**src/rtl/core/rpe_pkg.sv**
```systemverilog
// Shared types, constants and the frequency table of the rotary position embedding core.
// Depends on nothing. Every other file under rtl/core uses this package.
`default_nettype none

package rpe_pkg;

  localparam int HEAD_DIM      = 64;
  localparam int MAX_POSITIONS = 2048;
  localparam int THETA_BASE    = 10000;
  localparam int CORDIC_STAGES = 16;

  localparam int DATA_W  = 16;
  localparam int POS_W   = 11;
  localparam int PAIR_W  = 5;
  localparam int ANGLE_W = 32;

  localparam int FREQ_ENTRIES = 1 << PAIR_W;
  localparam int ATAN_ENTRIES = 24;

  // Datapath width of the rotation: 2^14-scaled inputs plus pre-rotation and gain headroom.
  localparam int CORD_W = 33;
  localparam int PROD_W = 64;

  localparam logic [POS_W-1:0] POS_LAST = POS_W'(MAX_POSITIONS - 1);

  localparam logic [63:0] INV_PI_Q32 = 64'd1367130551;
  localparam logic signed [30:0] GAIN_COMP_Q30 = 31'sd652032874;
  localparam logic signed [PROD_W-1:0] ROUND_HALF_44 = 64'sh0000_0800_0000_0000;

  localparam logic [ANGLE_W-1:0] EIGHTH_TURN = 32'h2000_0000;

  localparam int QUEUE_DEPTH = 4;
  localparam int QPTR_W      = $clog2(QUEUE_DEPTH);

  typedef logic [ANGLE_W-1:0] freq_tbl_t [FREQ_ENTRIES];
  typedef logic [ANGLE_W-1:0] atan_tbl_t [ATAN_ENTRIES];

  // Arctangent of 2^-k in units of 2^32 per turn.
  localparam atan_tbl_t ATAN_TURNS = '{
    32'd536870912, 32'd316933406, 32'd167458907, 32'd85004756, 32'd42667331,
    32'd21354465, 32'd10679838, 32'd5340245, 32'd2670163, 32'd1335087,
    32'd667544, 32'd333772, 32'd166886, 32'd83443, 32'd41722, 32'd20861,
    32'd10430, 32'd5215, 32'd2608, 32'd1304, 32'd652, 32'd326, 32'd163, 32'd81
  };

  // One item on its way from the front end to the rotator.
  typedef struct packed {
    logic signed [DATA_W-1:0] x_even;
    logic signed [DATA_W-1:0] x_odd;
    logic [ANGLE_W-1:0]       angle;
  } rpe_work_t;

  function automatic logic [63:0] isqrt64(input logic [63:0] v_in);
    logic [63:0] v;
    logic [63:0] r;
    logic [63:0] b;
    v = v_in;
    r = 64'd0;
    b = 64'd1 << 62;
    for (int j = 0; j < 32; j++) begin
      if (b > v) b = b >> 2;
    end
    for (int j = 0; j < 32; j++) begin
      if (b != 64'd0) begin
        if (v >= r + b) begin
          v = v - (r + b);
          r = (r >> 1) + b;
        end else begin
          r = r >> 1;
        end
        b = b >> 2;
      end
    end
    return r;
  endfunction

  // theta^(-2i/HEAD_DIM) radians per position, as a 32-bit fraction of a turn.
  function automatic logic [ANGLE_W-1:0] freq_entry(input int unsigned i);
    logic [63:0] t;
    logic [63:0] m;
    logic [63:0] l;
    logic [63:0] e;
    logic [63:0] mant;
    logic [63:0] c;
    logic [63:0] f;
    logic [63:0] n;
    logic [63:0] fq;
    int ip;
    if (HEAD_DIM < 2 || i >= HEAD_DIM / 2 || THETA_BASE < 1) return '0;
    t = 64'(THETA_BASE);
    ip = 0;
    for (int j = 0; j < 63; j++) begin
      if ((t >> (ip + 1)) != 64'd0) ip = ip + 1;
    end
    m = (t << 30) >> ip;
    l = 64'(ip) << 32;
    for (int k = 0; k < 32; k++) begin
      m = (m * m) >> 30;
      if (m >= (64'd1 << 31)) begin
        l = l | (64'd1 << (31 - k));
        m = m >> 1;
      end
    end
    e = (l * 64'(2 * i)) / 64'(HEAD_DIM);
    n = e >> 32;
    f = e & 64'h0000_0000_FFFF_FFFF;
    mant = 64'd1 << 31;
    c = isqrt64(64'd1 << 61);
    for (int k = 1; k <= 32; k++) begin
      if (((f >> (32 - k)) & 64'd1) != 64'd0) mant = (mant * c + (64'd1 << 30)) >> 31;
      c = isqrt64(c << 31);
    end
    fq = (n >= 64'd32) ? 64'd0 : (mant >> n);
    return ANGLE_W'((fq * INV_PI_Q32 + (64'd1 << 31)) >> 32);
  endfunction

  function automatic freq_tbl_t build_freq_tbl();
    freq_tbl_t tbl;
    for (int i = 0; i < FREQ_ENTRIES; i++) begin
      tbl[i] = freq_entry(i);
    end
    return tbl;
  endfunction

  localparam freq_tbl_t FREQ_ROM = build_freq_tbl();

endpackage

`default_nettype wire

```
**src/rtl/core/rpe_chan_if.sv**
```systemverilog
// Valid/ready channel interfaces for element pairs in and rotated pairs out.
// Depends on rpe_pkg for the field widths.
`default_nettype none

interface rpe_pair_if;
  logic                                valid;
  logic                                ready;
  logic signed [rpe_pkg::DATA_W-1:0]   x_even;
  logic signed [rpe_pkg::DATA_W-1:0]   x_odd;
  logic [rpe_pkg::POS_W-1:0]           token_position;
  logic [rpe_pkg::PAIR_W-1:0]          pair_index;

  modport source (output valid, x_even, x_odd, token_position, pair_index, input ready);
  modport sink (input valid, x_even, x_odd, token_position, pair_index, output ready);
endinterface


`default_nettype wire

```
**src/rtl/core/rpe_front.sv**
```systemverilog
// Front end: accepts pairs, looks up the pair frequency and forms the rotation angle.
// Depends on rpe_pkg and rpe_chan_if.
`default_nettype none

module rpe_front (
  input  wire logic              clk,
  input  wire logic              rst,
  rpe_pair_if.sink               pairs,
  output logic                   push_valid,
  input  wire logic              push_ready,
  output rpe_pkg::rpe_work_t     push_data
);

  logic                               adv;
  logic                               s1_vld;
  logic signed [rpe_pkg::DATA_W-1:0]  s1_xe;
  logic signed [rpe_pkg::DATA_W-1:0]  s1_xo;
  logic [rpe_pkg::POS_W-1:0]          s1_pos;
  logic [rpe_pkg::ANGLE_W-1:0]        s1_freq;
  logic [rpe_pkg::POS_W-1:0]          pos_clamped;
  logic [rpe_pkg::POS_W+rpe_pkg::ANGLE_W-1:0] angle_full;

  assign adv         = !push_valid || push_ready;
  assign pairs.ready = adv;

  assign pos_clamped = (32'(pairs.token_position) >= rpe_pkg::MAX_POSITIONS) ?
                       rpe_pkg::POS_LAST : pairs.token_position;

  // The angle wraps modulo one turn, so only the low 32 bits are kept.
  assign angle_full = (rpe_pkg::POS_W + rpe_pkg::ANGLE_W)'(s1_pos) *
                      (rpe_pkg::POS_W + rpe_pkg::ANGLE_W)'(s1_freq);

  always_ff @(posedge clk) begin
    if (rst) begin
      s1_vld     <= 1'b0;
      push_valid <= 1'b0;
    end else if (adv) begin
      s1_vld     <= pairs.valid;
      push_valid <= s1_vld;
    end
    if (adv) begin
      s1_xe            <= pairs.x_even;
      s1_xo            <= pairs.x_odd;
      s1_pos           <= pos_clamped;
      s1_freq          <= rpe_pkg::FREQ_ROM[pairs.pair_index];
      push_data.x_even <= s1_xe;
      push_data.x_odd  <= s1_xo;
      push_data.angle  <= angle_full[rpe_pkg::ANGLE_W-1:0];
    end
  end

endmodule

`default_nettype wire

```
**src/flat_wrapper.sv**
```systemverilog
// flat-port wrapper written by rule: the top's interface ports become plain ports
module rpe_front_flat 
  (clk, rst, push_valid, push_ready, push_data, pairs_valid, pairs_x_even, pairs_x_odd, pairs_token_position, pairs_pair_index, pairs_ready);
  rpe_pair_if pairs_i ();
  input  wire logic clk;
  input  wire logic rst;
  output logic push_valid;
  input  wire logic push_ready;
  output rpe_pkg::rpe_work_t push_data;
  input wire logic [$bits(pairs_i.valid)-1:0] pairs_valid;
  input wire logic [$bits(pairs_i.x_even)-1:0] pairs_x_even;
  input wire logic [$bits(pairs_i.x_odd)-1:0] pairs_x_odd;
  input wire logic [$bits(pairs_i.token_position)-1:0] pairs_token_position;
  input wire logic [$bits(pairs_i.pair_index)-1:0] pairs_pair_index;
  output wire logic [$bits(pairs_i.ready)-1:0] pairs_ready;
  assign pairs_i.valid = pairs_valid;
  assign pairs_i.x_even = pairs_x_even;
  assign pairs_i.x_odd = pairs_x_odd;
  assign pairs_i.token_position = pairs_token_position;
  assign pairs_i.pair_index = pairs_pair_index;
  assign pairs_ready = pairs_i.ready;
  rpe_front u_core (.clk(clk), .rst(rst), .pairs(pairs_i), .push_valid(push_valid), .push_ready(push_ready), .push_data(push_data));
endmodule
```
**config.mk**
```make
export PLATFORM = sky130hd
export DESIGN_NAME = rpe_front_flat
export DESIGN_NICKNAME = d
export VERILOG_FILES = /design/src/rtl/core/rpe_pkg.sv /design/src/rtl/core/rpe_chan_if.sv /design/src/rtl/core/rpe_front.sv /design/src/flat_wrapper.sv
export SDC_FILE = /design/constraint.sdc
export NUM_CORES = 1
export LEC_CHECK = 0
export ABC_CLOCK_PERIOD_IN_PS = 5600
export BUFFER_PORTS_ARGS = -buffer_cell sky130_fd_sc_hd__buf_4
export CORE_MARGIN = 2
export CORE_UTILIZATION = 56
export CTS_CLUSTER_DIAMETER = 200
export DETAILED_ROUTE_END_ITERATION = 8
export PLACE_DENSITY = 0.75
export REMOVE_ABC_BUFFERS = 1
export SLEW_MARGIN = 20
export SYNTH_ARGS = -nofsm -noshare
export SYNTH_HDL_FRONTEND = slang
export SYNTH_SLANG_ARGS = --single-unit
export TNS_END_PERCENT = 5
```
**constraint.sdc**
```tcl
create_clock -name clk -period 5.6 [get_ports clk]
set_input_delay 1.12 -clock clk [delete_from_list [all_inputs] [get_ports clk]]
set_output_delay 1.12 -clock clk [all_outputs]
set_load 0.02 [all_outputs]
```
==> impl_metrics.csv <==
group,metric,value,unit
outcome,outcome,"finished with violations",
outcome,violations,"negative setup slack",
global_routing,overflow,0,
synthesis,synth_area,13800,um^2
synthesis,ys_seq_area_share,30.2,%
sta,relSlewSlack,31.2,%
critical_path,startpoint,"u_core.s1_pos[8]",
critical_path,startpoint_type,"flip-flop",
synthesis,ys_top_cells_by_count,"241 x nand2_1, 218 x fa_1, 197 x inv_1",
critical_path,end_kind,"flip-flop",
global_routing,grt_pass1_vias,10500,
finish,syn2layout_area_growth,21.2,%
synthesis,async_flop_share,0,%
synthesis,ys_warn_count,0,
sta,setup_slack,-0.124,ns
finish,nFillCells,1794,
critical_path,crit_type,"reg -> reg",
critical_path,reg2reg_slack,-0.12,ns
route,via_per_inst,5.52,
placement,io_buffers,117,
cts,htreeDepth,4,
route,vias,10200,
sta,maxSlewViolCount,0,
finish,antennaDiodeCount,0,
sta,fmax,175,MHz
sta,min_period,5.72,ns
route,drt_iter0_drc,1056,
placement,dpl.hpwl,24.1,mm
route,first_pass_iters,5,
sta,fin_tns_setup,-0.247,ns
cts,cts_root_buf,"clkbuf_16",
sta,period_share,102,%
die,die_h,161,um
synthesis,synth_edf_count,137,
die,chipWidth,161,um
global_routing,grt_max_degree,83,
synthesis,yosys_register_bits,139,
critical_path,worstPathMaxFanout,5,
critical_path,arrival,6.00,ns
worst_hold_path,hp-start,"u_core.s1_xo[6]",
cts,cts_buffer_depth,2,
die,design.core.area,24200,um^2
critical_path,r2r_cells,19,
synthesis,syn_inst,1312,
die,rows,57,
die,io_pins,118,
sta,fin_skew,0.0221,ns
synthesis,synth_cell_type_count,58,
placement,gp_congestion,0.886,
sta,final_hold_viol_count,0,
global_routing,grt_antenna_before_repair,0,
finish,drive_above_1_share,21.5,%
synthesis,avgSynthCellArea,10.5,um^2
cts,cts_sinks,139,
critical_path,cp.required,5.88,ns
sta,setup_viol,5,
cts,postCtsHoldBufs,0,
route,wl,33.2,mm
route,ant_nets,0,
finish,nNetsFinal,1841,
worst_hold_path,hp-class,"reg -> reg",
sta,grt_setup_unrepaired,"yes",
run,drv_cap,0,
synthesis,yosysTopAreaCell,"fa_1",
sta,worstMarginPinSlew,1.03,ns
cts,clk_latency,0.45,ns
synthesis,yosysMostFrequentCell,"nand2_1",
critical_path,r2r-start,"u_core.s1_pos[8]",
route,drt-wirelength-per-cell,18.0,um
global_routing,gr-usage-all-layers,26.0,%
cts,cts_tree,"done",
global_routing,grt_pass1_wl,52.6,mm
cts,clkTransAtPathRegs,0.07,ns
route,drc_errors,0,
synthesis,synth-main-ff-cell,"edfxtp_1",
die,start_util,56.8,%
worst_hold_path,holdPathStages,0,
cts,cts_buffers,17,
synthesis,synthTopCellsByArea,"fa_1 32%, edfxtp_1 30%, nand2_1 6.6%",
synthesis,synth_top_area_share,31.7,%
die,dieArea,25900,um^2
==> layout by cell type, fill, tap and decap left out, drive strengths merged, types with 4 or more instances in the layout <==
cell and instances:
xnor2 32, o21a 5, nor2 25, a21o 14, clkbuf 19, a211oi 13, fa 218, mux4 4
clkinv 6, a2111oi 5, ha 61, a21boi 5, xor2 9, a21oi 44, o21ai 49, o21bai 4
and2 100, edfxtp 137, nand2b 7, o211ai 6, nand2 241, inv 205, buf 252, a31oi 6
nor2b 4, nand3 11, o22ai 4
==> registers in the layout, indices dropped and copies added (netlist names) <==
signal             cells
u_core.s1_pos         11
u_core.s1_vld          1
u_core.push_data      64
u_core.s1_xe          16
u_core.s1_xo          16
u_core.push_valid      1
u_core.s1_freq        30
==> final timing paths <==
kind,end
max,u_core.push_data[30]
min,u_core.push_data[38]
max reg2reg,u_core.push_data[30]
min reg2reg,u_core.push_data[38]
==> final cells by class <==
class / count / area, um^2 / share of cell area (%)
multi-input combinational: 900 / 8730 / 52.3
tap: 324 / 405 / 2.43
timing repair buffer: 254 / 2060 / 12.3
sequential: 139 / 4150 / 24.9
clock buffer: 17 / 425 / 2.55
clock inverter: 15 / 169 / 1.01
inverter: 198 / 743 / 4.45
==> routing by layer <==
metal	share of wire [%]	global-route usage (%)	vias to the layer above
li1	-	-	4573
met1	38	33.1	5110
met2	51	44.5	423
met3	6.9	4.86	82
met4	3.4	10.2	0
met5	0	0	-
==> worst max-delay path, cell delays in order (launching register included) <==
cell and delay, ns:
edfxtp_1 0.43, buf_4 0.16, buf_4 0.15, and2_1 0.17
fa_1 0.56, fa_1 0.45, fa_1 0.50, fa_1 0.52
inv_1 0.06, fa_1 0.47, inv_1 0.06, ha_4 0.22
a21o_1 0.15, a21o_1 0.17, a21o_1 0.20, a31oi_4 0.22
nand2_2 0.13, a2111o_1 0.42, a2111o_1 0.44, o211ai_2 0.09
==> per-stage QoR <==
stage          setup slack, ns  hold slack, ns  util (%)  std cells  area [um^2]
6_report                -0.124           0.420      68.8       1847        16700
5_1_grt                 -0.261           0.424      68.8       1847        16700
4_1_cts                -0.0745           0.419      67.5       1826        16400
3_5_place_dp            -0.271           0.405      64.4       1776        15600
3_3_place_gp            -0.227           0.400      64.4       1776        15600
2_1_floorplan           -0.134           0.400         -       1237        13500
==> cell families after synthesis <==
| kind of cell | Yosys count | share of synthesized area [%] |
|---|---|---|
| adders and majority gates | 279 | 37.2 |
| DFF | 139 | 30.2 |
| muxes | 8 | 0.954 |
| AOI/OAI and AO/OA | 173 | 8.42 |
| buffers and inverters | 273 | 7.44 |
| xor gates and xnor gates | 41 | 2.61 |
| and+or+nand+nor | 399 | 13.2 |
==> repair_timing <==
action | 4_1_cts | 5_1_grt
resized for setup | 12 | 27
cloned | 0 | 2
pin swaps | 5 | 19
setup endpoints to repair | 8 | 12
setup buffers | 18 | 19
Power is not shown: default switching activity piles up to over one toggle a cycle in this logic, so the estimate is an artifact.
