### config.mk
export PLATFORM = sky130hd
export DESIGN_NAME = rpe_queue
export DESIGN_NICKNAME = d
export VERILOG_FILES = /design/src/rtl/core/rpe_pkg.sv /design/src/rtl/core/rpe_queue.sv
export SDC_FILE = /design/constraint.sdc
export NUM_CORES = 1
export LEC_CHECK = 0
export ABC_CLOCK_PERIOD_IN_PS = 2550
export BUFFER_PORTS_ARGS = -buffer_cell sky130_fd_sc_hd__clkbuf_2
export CORE_ASPECT_RATIO = 0.5
export CORE_MARGIN = 8
export CORE_UTILIZATION = 25
export CTS_BUF_LIST = sky130_fd_sc_hd__clkbuf_4
export DETAILED_ROUTE_END_ITERATION = 16
export PLACE_DENSITY = 0.47
export SLEW_MARGIN = 20
export SYNTH_ARGS = -nofsm -noshare
export SYNTH_HDL_FRONTEND = slang
export SYNTH_SLANG_ARGS = --single-unit
### constraint.sdc
create_clock -name clk -period 2.55 [get_ports clk]
set_input_delay 0.51 -clock clk [delete_from_list [all_inputs] [get_ports clk]]
set_output_delay 0.51 -clock clk [all_outputs]
set_load 0.02 [all_outputs]
### src/rtl/core/rpe_pkg.sv
// Shared types, constants and the frequency table of the rotary position embedding core.
// Depends on nothing. Every other file under rtl/core uses this package.
`default_nettype none

package rpe_pkg;

  localparam int HEAD_DIM      = 64;
  localparam int MAX_POSITIONS = 2048;
  localparam int THETA_BASE    = 10000;
  localparam int CORDIC_STAGES = 16;

  localparam int DATA_W  = 16;
  localparam int POS_W   = 11;
  localparam int PAIR_W  = 5;
  localparam int ANGLE_W = 32;

  localparam int FREQ_ENTRIES = 1 << PAIR_W;
  localparam int ATAN_ENTRIES = 24;

  // Datapath width of the rotation: 2^14-scaled inputs plus pre-rotation and gain headroom.
  localparam int CORD_W = 33;
  localparam int PROD_W = 64;

  localparam logic [POS_W-1:0] POS_LAST = POS_W'(MAX_POSITIONS - 1);

  localparam logic [63:0] INV_PI_Q32 = 64'd1367130551;
  localparam logic signed [30:0] GAIN_COMP_Q30 = 31'sd652032874;
  localparam logic signed [PROD_W-1:0] ROUND_HALF_44 = 64'sh0000_0800_0000_0000;

  localparam logic [ANGLE_W-1:0] EIGHTH_TURN = 32'h2000_0000;

  localparam int QUEUE_DEPTH = 4;
  localparam int QPTR_W      = $clog2(QUEUE_DEPTH);

  typedef logic [ANGLE_W-1:0] freq_tbl_t [FREQ_ENTRIES];
  typedef logic [ANGLE_W-1:0] atan_tbl_t [ATAN_ENTRIES];

  // Arctangent of 2^-k in units of 2^32 per turn.
  localparam atan_tbl_t ATAN_TURNS = '{
    32'd536870912, 32'd316933406, 32'd167458907, 32'd85004756, 32'd42667331,
    32'd21354465, 32'd10679838, 32'd5340245, 32'd2670163, 32'd1335087,
    32'd667544, 32'd333772, 32'd166886, 32'd83443, 32'd41722, 32'd20861,
    32'd10430, 32'd5215, 32'd2608, 32'd1304, 32'd652, 32'd326, 32'd163, 32'd81
  };

  // One item on its way from the front end to the rotator.
  typedef struct packed {
    logic signed [DATA_W-1:0] x_even;
    logic signed [DATA_W-1:0] x_odd;
    logic [ANGLE_W-1:0]       angle;
  } rpe_work_t;

  function automatic logic [63:0] isqrt64(input logic [63:0] v_in);
    logic [63:0] v;
    logic [63:0] r;
    logic [63:0] b;
    v = v_in;
    r = 64'd0;
    b = 64'd1 << 62;
    for (int j = 0; j < 32; j++) begin
      if (b > v) b = b >> 2;
    end
    for (int j = 0; j < 32; j++) begin
      if (b != 64'd0) begin
        if (v >= r + b) begin
          v = v - (r + b);
          r = (r >> 1) + b;
        end else begin
          r = r >> 1;
        end
        b = b >> 2;
      end
    end
    return r;
  endfunction

  // theta^(-2i/HEAD_DIM) radians per position, as a 32-bit fraction of a turn.
  function automatic logic [ANGLE_W-1:0] freq_entry(input int unsigned i);
    logic [63:0] t;
    logic [63:0] m;
    logic [63:0] l;
    logic [63:0] e;
    logic [63:0] mant;
    logic [63:0] c;
    logic [63:0] f;
    logic [63:0] n;
    logic [63:0] fq;
    int ip;
    if (HEAD_DIM < 2 || i >= HEAD_DIM / 2 || THETA_BASE < 1) return '0;
    t = 64'(THETA_BASE);
    ip = 0;
    for (int j = 0; j < 63; j++) begin
      if ((t >> (ip + 1)) != 64'd0) ip = ip + 1;
    end
    m = (t << 30) >> ip;
    l = 64'(ip) << 32;
    for (int k = 0; k < 32; k++) begin
      m = (m * m) >> 30;
      if (m >= (64'd1 << 31)) begin
        l = l | (64'd1 << (31 - k));
        m = m >> 1;
      end
    end
    e = (l * 64'(2 * i)) / 64'(HEAD_DIM);
    n = e >> 32;
    f = e & 64'h0000_0000_FFFF_FFFF;
    mant = 64'd1 << 31;
    c = isqrt64(64'd1 << 61);
    for (int k = 1; k <= 32; k++) begin
      if (((f >> (32 - k)) & 64'd1) != 64'd0) mant = (mant * c + (64'd1 << 30)) >> 31;
      c = isqrt64(c << 31);
    end
    fq = (n >= 64'd32) ? 64'd0 : (mant >> n);
    return ANGLE_W'((fq * INV_PI_Q32 + (64'd1 << 31)) >> 32);
  endfunction

  function automatic freq_tbl_t build_freq_tbl();
    freq_tbl_t tbl;
    for (int i = 0; i < FREQ_ENTRIES; i++) begin
      tbl[i] = freq_entry(i);
    end
    return tbl;
  endfunction

  localparam freq_tbl_t FREQ_ROM = build_freq_tbl();

endpackage

`default_nettype wire

### src/rtl/core/rpe_queue.sv
// Short first-in first-out queue between the front end and the rotator.
// Depends on rpe_pkg for the item type and depth.
`default_nettype none

module rpe_queue (
  input  wire logic               clk,
  input  wire logic               rst,
  input  wire logic               push_valid,
  output logic                    push_ready,
  input  wire rpe_pkg::rpe_work_t push_data,
  output logic                    pop_valid,
  input  wire logic               pop_ready,
  output rpe_pkg::rpe_work_t      pop_data
);

  rpe_pkg::rpe_work_t             slots [rpe_pkg::QUEUE_DEPTH];
  logic [rpe_pkg::QPTR_W-1:0]     wr_ptr;
  logic [rpe_pkg::QPTR_W-1:0]     rd_ptr;
  logic [rpe_pkg::QPTR_W:0]       count;
  logic                           push;
  logic                           pop;

  assign push_ready = count != (rpe_pkg::QPTR_W + 1)'(rpe_pkg::QUEUE_DEPTH);
  assign pop_valid  = count != '0;
  assign push       = push_valid && push_ready;
  assign pop        = pop_valid && pop_ready;
  assign pop_data   = slots[rd_ptr];

  always_ff @(posedge clk) begin
    if (rst) begin
      wr_ptr <= '0;
      rd_ptr <= '0;
      count  <= '0;
    end else begin
      if (push) wr_ptr <= wr_ptr + 1'b1;
      if (pop) rd_ptr <= rd_ptr + 1'b1;
      if (push && !pop) begin
        count <= count + 1'b1;
      end else if (pop && !push) begin
        count <= count - 1'b1;
      end
    end
    if (push) slots[wr_ptr] <= push_data;
  end

endmodule

`default_nettype wire

==> key figures, run 1 <==
Status
  • Status: finished, violations left
  • Failing checks: negative setup slack

Setup path
  • Critical path launch point type: flip-flop
  • CP delay by family, top: multiplexers
  • Worst-path cell chain: buf_6 > buf_12 > mux4_2 > buf_8
  • CP max FO: 7
  • Critical path's slowest cell: mux4_2
  • Worst setup EP type: primary output
  • Crit Path Class: flip-flop to primary output
  • WP buf/inv: 3
  • Data arrival time of the worst path: around 2100 ps
  • Max incr delay on CP: 560 ps
  • Req. time, crit path: around 2000 ps

Synth
  • Distinct cells, synth: 25
  • Top_reg_cell synth: edfxtp_1
  • #FFs+latches synth: 265
  • Synth Instances: 382
  • Avg Cell Area, Syn: 25.59 um^2
  • Sequential area share after synthesis: 80.48%
  • Yosys warning total: 0
  • EDFF count, synth: 256
  • Synth Cell Area: just under 10,000 um^2
  • Net Count, Synth: approximately 460
  • FFs w/ async S/R, synth: 0%

Finish
  • Layout cells sized above 1: 54.17%
  • P&R area growth vs syn: 31.63%
  • # nets final: slightly below 700
  • Final instance area: 12,870 um^2

Place
  • Routability cong.: 0.6692
  • Dpl hpwl: ~13 mm
  • DP Area: 11,340 um^2
  • IO buf count: 133

Power
  • Internal power: 9.660 mW
  • P per Cell Area: 1050 nW/um^2
  • NetSw: 3.856 mW
  • Sw Share: between 20% and 30%
  • Peak supply drop: 0.0003119 V
  • Seq pwr share: 40.2%
  • Leak pwr: 4.399 nW
  • Clk pwr share: 26.5%
  • Comb power frac: 33.3%

Global routing
  • Global Route Usage Sum: 9.381%
  • Total grt overflow: 0
  • Vias in the first global route: about 5,200
  • Initial antenna violation count: 1
  • Largest net degree at the start of global routing: 65
  • Global-route wire length before repair: 32.20 mm

Drt
  • WL final: 22.10 mm
  • Post-route ant nets: 0
  • Remaining routing DRC violations: 0
  • Routed vias: 4,729
  • Via density: 4.011
  • Routed WL per cell: approximately 19 um
  • First DRT Iteration DRCs: approximately 180
  • Drt pass-1 iters: 5

Clock network
  • CTS Buf Count: 69
  • Root Driver: clkbuf_4
  • Hold-fix buffers, CTS: 0
  • Clock Latency Late Sink: roughly 650 ps
  • TritonCTS clock tree: done
  • Reg clk slew, reported paths: 70 ps
  • Clock tree buffer depth: 3
  • # clock sinks: 265
  • H-tree levels: 3

Die
  • Die Wd: 295.7 um
  • Row count: a little over 50
  • Initial Util: 25.24%
  • Core area: 38,730 um^2
  • Ports: about 130
  • Die area: 46,070 um^2
  • Die Ht: 155.8 um

Timing
  • FMAX: 0.3879 GHz
  • Crit share post-route: 101.1%
  • Fin crit period: 2578 ps
  • Worst Tran Pin Value: ~600 ps
  • Max-slew violation count: 0
  • Unrepaired setup endpoints after global routing: yes
  • Final hold viol count: 0
  • Setup ws final: -27.78 ps
  • Worst-case clock skew: 43.01 ps
  • Slew margin rel.: 60.17%
  • Worst hold slack: 77.88 ps
  • Final setup fails: 29

Hold path
  • Worst Hold Class: input port to flip-flop

Run
  • Max-Cap Viols: 0
[logic make-up after synthesis]
kind of cell / Yosys count / synth area share, %
adders and majority gates: 6 / 0.8448
xor gates and xnor gates: 4 / 0.3583
DFF: 265 / 80.48
muxes: 67 / 15.22
AOI/OAI and AO/OA: 5 / 0.3839
and+or+nand+nor: 17 / 0.8574
buffers and inverters: 18 / 1.856
[metal layers]
layer  part of all wire (%)  track usage, %  vias to the layer above  wire length, um
met2                     58           17.81                      100            12850
met1                     37           10.06                     2484             8224
li1                       -               -                     2118                -
met4                    1.4           3.058                        0              300
met3                    3.3           2.472                       27              728
met5                      0               0                        -                0
[layout by cell type (no fill, tap or decap), types with 3 or more instances in the layout]
master     count
buf_16         6
nor2_1         8
buf_6         49
inv_1          3
mux4_2        64
clkbuf_4     109
buf_4          6
edfxtp_1     256
clkbuf_2      70
buf_2          5
xor2_1         4
clkbuf_16      3
buf_8          9
dfxtp_1        7
buf_12        18
ha_1           5
and2_2         4
[synth_stat cells, types with 2 or more instances]
master	count	area, um^2
or3_1	2	12.51
dfxtp_1	9	180.2
mux4_1	4	105.1
buf_2	6	30.03
nor2_1	8	30.03
nand2b_1	2	12.51
mux2i_1	2	20.02
xor2_1	4	35.03
and2_1	4	25.02
mux4_2	60	1351
inv_1	3	11.26
edfxtp_1	256	7687
ha_1	5	62.56
buf_12	6	120.1
[state kept, by name (all words and copies together) (netlist names), named ones only]
name / count
rd_ptr: 2
wr_ptr: 2
count: 3
slots: 256
[worst reg2reg max path, cell delays in order, from the launching register on]
cell     delay (ps)
dfxtp_1         380
o31ai_1         370
ha_1            270
inv_1            70
fa_1            370
xor2_1          170
or3_1           300
a21oi_1         130
[metrics by stage]
step	TNS (ps)	power (mW)	util [%]	setup slack, ps	cells
after floorplan	0	7.777	-	490.0	382
after global placement	0	8.913	29.29	471.8	1055
after detailed placement	0	8.936	29.29	445.0	1055
after CTS	-4952	13.15	32.29	-110.3	1175
after global routing	-7078	14.16	33.22	-143.7	1179
final	-375.9	13.52	33.22	-27.78	1179
[worst paths after layout]
path	from	end	slack, ps	depth (start not counted)
worst max-delay path	flip-flop	pop_data[7]	-30	4
worst min-delay path	push_data[1]	slots[2][1]	80	1
worst max register to register	count[0]	count[2]	420	7
worst min register to register	rd_ptr[1]	flip-flop	530	2
[power by group through the flow]
stage / registers (mW) / logic [mW] / clock network [mW]
detailed placement: 5.51 / 3.43 / 0
global route: 5.47 / 4.76 / 3.93
global placement: 5.49 / 3.43 / 0
floorplan: 5.47 / 2.31 / 0
finish: 5.43 / 4.50 / 3.58
CTS: 5.43 / 4.00 / 3.72
[layout make-up]
| type | count | area (um^2) |
|---|---|---|
| fillers | 3702 | 25870 |
| inverters | 3 | 11.26 |
| clock inverters | 6 | 75.07 |
| repair buffers | 171 | 1745 |
| diodes | 1 | 2.502 |
| clock buffers | 104 | 780.7 |
| well taps | 530 | 663.1 |
| flip-flops and latches | 265 | 7873 |
| multi-input cells | 99 | 1717 |
[repair_timing]
action / in CTS / in global routing
setup endpoints to repair: 64 / 64
gates cloned: 5 / 3
buffers inserted: 5 / 0
gates resized for setup: 40 / 151
Note: power is estimated with default switching activity, not from simulation.
==> inputs of run 2 (changes only) <==
--- a/config.mk
+++ b/config.mk
@@ -13,6 +13,7 @@
 export CTS_BUF_LIST = sky130_fd_sc_hd__clkbuf_4
 export DETAILED_ROUTE_END_ITERATION = 16
 export PLACE_DENSITY = 0.47
+export RECOVER_POWER = 25
 export SLEW_MARGIN = 20
 export SYNTH_ARGS = -nofsm -noshare
 export SYNTH_HDL_FRONTEND = slang
==> run 2 against run 1 <==
  * Clock skew is 1.9 ps lower
  * Highest routed layer unchanged
  * The run still ends with negative setup slack left
  * Register-to-register slack is essentially flat
  * Cell count did not move
  * Global-route usage stayed put
  * Worst setup slack improved by 4.5 ps
==> key figures, run 2 (same netlist as run 1, synthesis figures left out) <==
Status
  • Status: finished, violations left
  • Failing checks: negative setup slack

Run
  • Max-Cap Viols: 0

Setup path
  • Req. time, crit path: 2040 ps
  • Reg2reg start: count[1]
  • Data arrival time of the worst path: approximately 2000 ps
  • WP buf/inv: 3
  • CP delay by family, top: multiplexers
  • Worst setup EP type: primary output
  • Critical path launch point type: flip-flop
  • Crit Path Class: flip-flop to primary output
  • CP max FO: 7
  • Worst-path cell chain: buf_6 > buf_12 > mux4_2 > buf_8
  • Critical path's slowest cell: mux4_2
  • Max incr delay on CP: 560 ps

Timing
  • Worst Tran Pin Value: 605.2 ps
  • FMAX: 0.3886 GHz
  • Final hold viol count: 0
  • Setup TNS: -243.5 ps
  • Crit share post-route: 100.9%
  • Fin crit period: 2573 ps
  • Setup ws final: -23.23 ps
  • Unrepaired setup endpoints after global routing: yes
  • Final setup fails: 23
  • Max-slew violation count: 0
  • Slew margin rel.: 59.65%
  • Worst-case clock skew: 41.10 ps

Place
  • Routability cong.: 0.6692
  • Pre-CTS WS: 445.0 ps
  • IO buf count: 133
  • Dpl hpwl: 13.39 mm

Finish
  • # nets final: about 680
  • Top reg by flops: slots
  • Biggest regs: slots: 256 flops, count: 3 flops
  • Most common cell after layout, fill and taps aside: edfxtp_1
  • Layout cells sized above 1: 47.84%
  • Number of flip-flops in the largest register: between 200 and 300
  • P&R area growth vs syn: 31.10%
  • Most frequent cells in the layout: edfxtp_1 (256), clkbuf_4 (109), mux4_2 (64)

Clock network
  • Root Driver: clkbuf_4
  • H-tree levels: 3
  • CTS Buf Count: between 60 and 70
  • Clock Latency Late Sink: 640 ps
  • Clock tree buffer depth: 3
  • # clock sinks: approximately 270
  • Reg clk slew, reported paths: 70 ps
  • Hold-fix buffers, CTS: 0
  • TritonCTS clock tree: done

Global routing
  • GR Util met2: between 10% and 20%
  • Largest net degree at the start of global routing: 65
  • Grt met1 use: around a tenth
  • Global-route track usage on met3: 2.472%
  • Initial antenna violation count: 1
  • Vias in the first global route: 5,187
  • Total grt overflow: 0
  • Global-route wire length before repair: 32.20 mm
  • Global Route Usage Sum: under 10%
  • Gr busiest metal: met2

Power
  • P per Cell Area: 1053 nW/um^2
  • Leak pwr: approximately 4.3 nW
  • Final total power: 13.50 mW
  • Peak supply drop: 0.0003125 V

Drt
  • WL final: 22.10 mm
  • First DRT Iteration DRCs: between 150 and 200
  • Via density: between 3 and 4
  • Remaining routing DRC violations: 0
  • Routed WL per cell: 18.74 um
  • Routed vias: 4,704
  • Post-route ant nets: 0
  • Drt pass-1 iters: 4

Die
  • Ports: 134
  • Die area: 46,070 um^2
  • Die Wd: between 200 and 300 um
  • Die Ht: 155.8 um
  • Core area: roughly 39,000 um^2
  • Row count: roughly 50
  • Initial Util: 25.24%

Hold path
  • Hold Path Origin: push_data[40]
  • Worst Hold Class: input port to flip-flop
[run 2: final timing paths]
path             endpoint  slack (ps)  depth (start not counted)
max           pop_data[7]         -20                          4
min          slots[1][40]         110                          1
max reg2reg      count[2]         430                          7
min reg2reg     flip-flop         530                          2
[run 2: worst reg2reg max path, cell delays in order, from the launching register on]
cell and delay [ps]:
dfxtp_1 360, o31ai_1 380, ha_1 270, inv_1 70, fa_1 370, xor2_1 170, or3_1 300, a21oi_1 130
[run 2: layout make-up]
type,count,area [um^2]
fillers,3719,25920
repair buffers,171,1694
well taps,530,663.1
clock buffers,104,780.7
diodes,1,2.502
flip-flops and latches,265,7873
inverters,3,11.26
multi-input cells,99,1717
clock inverters,6,75.07
[run 2: what timing repair did]
item,in CTS,in global routing
cloned,5,3
buffers inserted,5,0
setup endpoints to repair,64,64
resized for setup,40,151
[run 2: per-layer routing]
layer | wire, um | part of all wire [%]
met2 | 12850 | 58
met1 | 8267 | 37
met3 | 680 | 3.1
met5 | 0 | 0
met4 | 304 | 1.4
[run 2: report_power, final]
group | internal (mW) | switching, mW
Combinational | 2.33 | 2.16
Sequential | 5.29 | 0.140
Clock | 2.03 | 1.55
[run 2: stage by stage]
stage | area (um^2) | instances | hold WS [ps] | util (%)
2_1_floorplan | 9781 | 382 | 482.0 | -
4_1_cts | 12510 | 1175 | 18.25 | 32.29
5_1_grt | 12820 | 1179 | 50.51 | 33.09
6_report | 12820 | 1179 | 106.9 | 33.09
3_3_place_gp | 11340 | 1055 | 504.0 | 29.29
3_5_place_dp | 11340 | 1055 | 526.0 | 29.29
